**config.mk**
```make
export PLATFORM = sky130hd
export DESIGN_NAME = oti_divider
export DESIGN_NICKNAME = d
export VERILOG_FILES = /design/src/hw/rtl/oti_pkg.sv /design/src/hw/rtl/oti_divider.sv
export SDC_FILE = /design/constraint.sdc
export NUM_CORES = 1
export LEC_CHECK = 0
export BUFFER_PORTS_ARGS = -buffer_cell sky130_fd_sc_hd__clkbuf_2
export CORE_MARGIN = 2
export CORE_UTILIZATION = 56
export DETAILED_ROUTE_END_ITERATION = 16
export PLACE_DENSITY = 0.88
export SYNTH_ARGS = -nofsm -noshare
export SYNTH_HDL_FRONTEND = slang
export SYNTH_SLANG_ARGS = --single-unit
```
**constraint.sdc**
```tcl
create_clock -name clk -period 15.3 [get_ports clk]
set_clock_uncertainty 0.05 [all_clocks]
set_input_delay 4.59 -clock clk [delete_from_list [all_inputs] [get_ports clk]]
set_output_delay 4.59 -clock clk [all_outputs]
set_load 0.1 [all_outputs]
```
**src/hw/rtl/oti_pkg.sv**
```systemverilog
// ----------------------------------------------------------------------------
// oti_pkg
// Shared constants and types for the opacity table interpolator.
// ----------------------------------------------------------------------------
`default_nettype none
package oti_pkg;
  localparam int ValW = 48;
  localparam int TableEntriesDef = 64;
  localparam int UsedW = 7;
  localparam int AlbW = 17;
  // 2.99792458e11 * 2^24
  localparam logic [95:0] LambdaNum = 96'd299792458000 << 24;
  localparam logic [ValW-1:0] Mask48 = {ValW{1'b1}};

  typedef enum logic [1:0] {
    ST_WRITTEN = 2'd0,
    ST_INTERP  = 2'd1,
    ST_LOW     = 2'd2,
    ST_HIGH    = 2'd3
  } status_t;

  typedef enum logic {
    CMD_WRITE = 1'b0,
    CMD_QUERY = 1'b1
  } cmd_t;

  typedef struct packed {
    logic start;
    logic [6:0] nbits;
  } div_ctl_t;
endpackage
`default_nettype wire

```
**src/hw/rtl/oti_divider.sv**
```systemverilog
// ----------------------------------------------------------------------------
// oti_divider
// Restoring divider, one quotient bit per cycle, top nbits of a 96-bit
// dividend shifted in MSB first. Quotient truncated to 49 bits.
// ----------------------------------------------------------------------------
`default_nettype none
module oti_divider (
  input  wire logic clk,
  input  wire logic rst,
  input  wire oti_pkg::div_ctl_t ctl,
  input  wire logic [95:0] num,
  input  wire logic [48:0] den,
  output logic busy,
  output logic [48:0] quo
);
  logic [95:0] sh;
  logic [49:0] rem;
  logic [6:0] cnt;
  logic [49:0] trial;

  always_comb begin
    trial = {rem[48:0], sh[95]};
  end

  always_ff @(posedge clk) begin
    if (rst) begin
      busy <= 1'b0;
      cnt <= '0;
    end else if (ctl.start) begin
      busy <= 1'b1;
      cnt <= ctl.nbits;
      sh <= num;
      rem <= '0;
      quo <= '0;
    end else if (busy) begin
      sh <= {sh[94:0], 1'b0};
      if (trial >= {1'b0, den}) begin
        rem <= trial - {1'b0, den};
        quo <= {quo[47:0], 1'b1};
      end else begin
        rem <= trial;
        quo <= {quo[47:0], 1'b0};
      end
      cnt <= cnt - 7'd1;
      if (cnt == 7'd1) busy <= 1'b0;
    end
  end
endmodule
`default_nettype wire

```
---- Word-level counts from Yosys, hierarchy flattened ----
Cells that the tools add are included.
operators by class
  add/subtract/negate cells ............... 2
  magnitude comparators ................... 1
  eq/ne operators ......................... 1
  muxes and demuxes ....................... 11
  bitwise logic cells ..................... 1
  reductions and logical operators ........ 2
operators by type and width
  kind                                                                   number
  96-bit 2-to-1 mux                                                      2
  49-bit 2-to-1 mux                                                      3
  50-bit by 49-bit >= comparator with 1-bit output                       1
  49-bit subtractor                                                      1
  7-bit 2-to-1 mux                                                       2
  7-bit by 1-bit equality test with 1-bit output, second input constant  1
  7-bit by 1-bit subtractor with 7-bit output, second input constant     1
  1-bit 2-to-1 mux                                                       4
  2-bit AND reduction                                                    1
  2-bit nonzero test                                                     1
  1-bit NOT                                                              1
word-level totals
  bits in registers ....................... 202
  input port bits ......................... 155

---- Logic depth before layout (Yosys ltp) ----
  word-level depth ........................ 4
  gate-level depth with buffers ........... 15
  gate-level depth less buffers ........... 13

---- Worst setup path after synthesis ----
No wires, ideal clock.
  kind .................................... input-to-reg
  start point ............................. input port ctl[7] (netlist bit)
  end point ............................... register quo[0] (enable)
  library setup time ...................... 752 ps
  arrival ................................. 13567 ps
  setup slack ............................. 931 ps
  stages .................................. 5
  buffers on the path ..................... 3
  path through ............................ clkbuf_1 clkbuf_1 clkbuf_1 nor2_1 nor2_1
between the ends
  longest elaborated chain between the ends .. 2
RTL lines
  element                        line               source
  from (decl)                    oti_divider.sv:10  input wire oti_pkg::div_ctl_t ctl,
  2-bit nonzero test (no line)   --
  2-bit AND reduction (no line)  --
  to (signal assigned)           oti_divider.sv:39  quo <= {quo[47:0], 1'b1};
  to (signal assigned)           oti_divider.sv:42  quo <= {quo[47:0], 1'b0};
  to (decl)                      oti_divider.sv:14  output logic [48:0] quo
Every way passes these cells.
A chain may end at the register's enable or synchronous reset.

---- Final worst setup path ----
  start point ............................. input port den[0]
  end point ............................... register rem[9] (data pin)
between the ends
  longest elaborated chain between the ends .. 3
  elaborated cells between the ends (all ways) .. 4
RTL lines
  element                                                                                line                                  source
  from (decl)                                                                            oti_divider.sv:12                     input wire logic [48:0] den,
  49-bit subtractor or 50-bit by 49-bit >= comparator with 1-bit output (tied branches)  oti_divider.sv:38, oti_divider.sv:37
  49-bit 2-to-1 mux (*)                                                                  oti_divider.sv:37                     if (trial >= {1'b0, den}) begin
  49-bit 2-to-1 mux (*)                                                                  oti_divider.sv:35                     end else if (busy) begin
  to (signal assigned)                                                                   oti_divider.sv:38                     rem <= trial - {1'b0, den};
  to (signal assigned)                                                                   oti_divider.sv:41                     rem <= trial;
  to (decl)                                                                              oti_divider.sv:17                     logic [49:0] rem;
Every way passes the cells marked *; elsewhere a longest branch is shown, timed or not. The select of a mux whose other input is x is not followed.

==> summary.md <==
| Metric | Value |
|---|---|
| CTS tree | yes |
| Register area share after synthesis | 51.3% |
| WL final | 25500 um |
| Pleak | 5.75 nW |
| H-tree Lvls | 1 |
| DRC Markers | 0 |
| Cts bufs inserted | 24 |
| Antenna viol nets, final | 0 |
| Worst r2r src | sh[95] |
| Max Fanout on Critical Path | 49 |
| Nets@finish | 1443 |
| Worst Hold Path Cells | 1 |
| DP Area | 12800 um2 |
| CP max stage cell | or2_4 |
| Setup violators final | 0 |
| Worst Reg2Reg Path Length in Cells | 13 |
| CP startpoint | den[0] |
| WL per Instance | 16.8 um |
| Worst-Margin Slew | 1.07 ns |
| Unique cell type count in the Yosys netlist | 72 |
| Worst setup path endpoint | rem[9] |
| Hold_sp | sh[42] |
| Die area | 22000 um2 |
| Outcome | complete, no violations |
| Initial antenna violation count | 1 |
| Syn_nets | 1259 |
| Synth Area per Inst | 11.1 um2 |
| Final worst setup slack | 7.70 ns |
| Post_cts resized | 0 |
| CP startpoint kind | input pin |
| Max incr delay on CP | 0.52 ns |
| Via density | 5.69 |
| Ys Warns | 0 |
| Slew Limit Fails | 0 |
| Global-route wire length before repair | 41100 um |
| Shortest period the worst path allows | 7.60 ns |
| Pre-CTS setup slack | 7.20 ns |
| Initial DRC count | 373 |
| GR Overflow Total | 0 |
| FP Rows | 52 |
| Worst r2r dst | rem[9] |
| Port buffer count | 204 |
| Asr flop ratio synth | 0% |
| Fin area | 13600 um2 |
| Root Driver | clkbuf_16 |
| Worst-path clk slew | 0.06 ns |
| Seq cells post-synth | 202 |
| Antenna diode count | 0 |
| Hpwl dp | 17700 um |
| Largest net degree at the start of global routing | 87 |
| DR pass1 iterations | 5 |
| Routability Congestion | 0.874 |
| Floorplan Core Area | 20400 um2 |
| Vias | 8668 |
| Setup bufs post-CTS | 0 |
| CP Capture Type | flip-flop |
| CP Cell Sequence | clkbuf_2, ha_1, inv_1, fa_1, a21o_1, a31oi_4, nor4_1, o21a_1, or4_4, a21oi_2, or2_4, a2111oi_0, a311o_1 |
| DIE WIDTH | 148 um |
| VDD IR max | 0.103 mV |
| Min-Delay Path Class | flip-flop to flip-flop |
| Relative slew slack | 28.5% |
| Die Ht | 148 um |
| Post-cts hold buffer count | 0 |
| Synth Flop Type | edfxtp_1 |
| Pwr per Cell Area | 121 nW/um2 |
| Syn Std Cell Area | 11700 um2 |
| Clock Latency Late Sink | 0.52 ns |
| CTS Sinks | 202 |
| CTS Buffer Depth | 3 |
| Max Freq | 132 MHz |
| FF-to-FF setup slack | 11.43 ns |
| Starting density of the core | 57.3% |
| Cells after Synth | 1052 |
| Worst Path Arrival | 7.81 ns |
| Total GRT Usage | 22.7% |
| Post-synth EDFFs | 194 |
| Layout area overhead | 16.4% |
| Worst Path Class, Setup | input pin to flip-flop |
| Max-Cap Viols | 0 |
| CP required | 15.51 ns |
| Setup TNS | 0 ns |
| Final hold violations | 0 |
| RSZ-0062 raised after global routing | no |
| Tcrit/Tclk final | 49.7% |
| Share of cells above drive strength 1 | 28.7% |
| I/O pins | 205 |
| Vias in the first global route | 8583 |
==> per-stage QoR <==
step / std cells / util (%) / hold WS, ns / total power, W
4_1_cts: 1523 / 66.7 / 0.499 / 0.00165
3_3_place_gp: 1480 / 63.0 / 0.476 / 0.00110
6_report: 1523 / 66.7 / 0.495 / 0.00164
3_5_place_dp: 1480 / 63.0 / 0.484 / 0.00111
2_1_floorplan: 1052 / - / 0.474 / 0.00103
5_1_grt: 1523 / 66.7 / 0.504 / 0.00171
==> worst max-delay path, delay by kind of cell <==
family	cells	cell delay [ns]
AOI/OAI and AO/OA	6	1.37
adders and majority gates	2	0.56
buffers and inverters	2	0.14
and+or+nand+nor	3	1.12
==> where the power goes <==
part | internal, W | switching, W | leakage [nW] | total, W
clock | 0.000307 | 0.000228 | 0.364 | 0.000534
combinational | 0.000153 | 0.000265 | 3.44 | 0.000418
sequential | 0.000666 | 0.0000194 | 1.94 | 0.000685
==> how the worst min path moves through the flow <==
stage / end / slack [ns]
after floorplan: busy / 0.47
after global placement: sh[69] / 0.48
after detailed placement: sh[43] / 0.48
after CTS: sh[43] / 0.50
after global routing: sh[80] / 0.50
final: sh[43] / 0.49
==> cell type report <==
| type | count | area [um2] |
|---|---|---|
| fill | 1581 | 6790 |
| multi-input combinational | 733 | 5200 |
| sequential | 202 | 5990 |
| timing repair buffer | 209 | 1060 |
| clock buffer | 26 | 608 |
| clock inverter | 17 | 131 |
| tap | 270 | 338 |
| inverter | 66 | 248 |
==> Yosys cell counts, types with 3 or more instances <==
cell type	instances	area, um2
o21bai_1	5	37.5
o22ai_1	4	25.0
o211a_1	5	50.1
a311o_1	6	60.1
edfxtp_1	194	5830
nand3_1	22	110
and3_1	14	87.6
xnor2_1	23	201
a311oi_1	3	26.3
xor2_1	13	114
nand4_1	6	37.5
inv_1	66	248
or3_1	5	31.3
a211o_1	6	52.6
buf_6	6	67.6
nor2b_1	57	357
a31oi_1	4	25.0
nand2_1	111	417
nand3b_1	5	37.5
and2_1	6	37.5
clkbuf_1	35	131
a21oi_1	86	430
buf_2	6	30.0
o21a_1	8	60.1
mux2_2	95	1070
nand2b_1	5	31.3
ha_1	51	638
nor2_1	48	180
buf_1	4	15.0
a211oi_1	13	97.6
nor4_1	5	31.3
dfxtp_1	8	160
nor3_1	16	80.1
o31a_1	3	26.3
o21ai_0	31	155
a21o_1	31	233
==> state kept, by name (all words and copies together) (netlist names) <==
register,count
busy,1
cnt,7
quo,49
rem,49
sh,96
==> cells in the final DEF, fill, tap and decap left out, types with 7 or more instances in the layout <==
| cell type | netlist | layout |
|---|---|---|
| a211oi_1 | 13 | 13 |
| a21o_1 | 31 | 31 |
| a21oi_1 | 86 | 86 |
| and3_1 | 14 | 14 |
| clkbuf_16 | 0 | 24 |
| clkbuf_2 | 0 | 203 |
| clkinv_2 | 0 | 7 |
| dfxtp_1 | 8 | 8 |
| edfxtp_1 | 194 | 194 |
| ha_1 | 51 | 51 |
| inv_1 | 66 | 66 |
| mux2_2 | 95 | 95 |
| nand2_1 | 111 | 111 |
| nand3_1 | 22 | 22 |
| nor2_1 | 48 | 47 |
| nor2b_1 | 57 | 57 |
| nor3_1 | 16 | 16 |
| o21a_1 | 8 | 8 |
| o21ai_0 | 31 | 31 |
| xnor2_1 | 23 | 23 |
| xor2_1 | 13 | 13 |
==> logic make-up after synthesis <==
logic type	synth area share (%)
simple gates	13.4
compound gates	13.4
flops	51.3
buf+inv	4.21
mux	9.34
fa+ha+maj	5.64
xor+xnor	2.70
==> layer usage <==
layer  part of all wire [%]  global-route usage [%]  up-vias  wire (um)
li1                       -                       -     4222          -
met1                     43                    29.5     4135      11000
met2                     47                    38.3      278      12100
met3                    8.2                    6.69       31       2100
met4                    1.2                    4.67        2        304
met5                  0.051                       0        -         13
No activity file was read; power rests on OpenSTA's default activity.
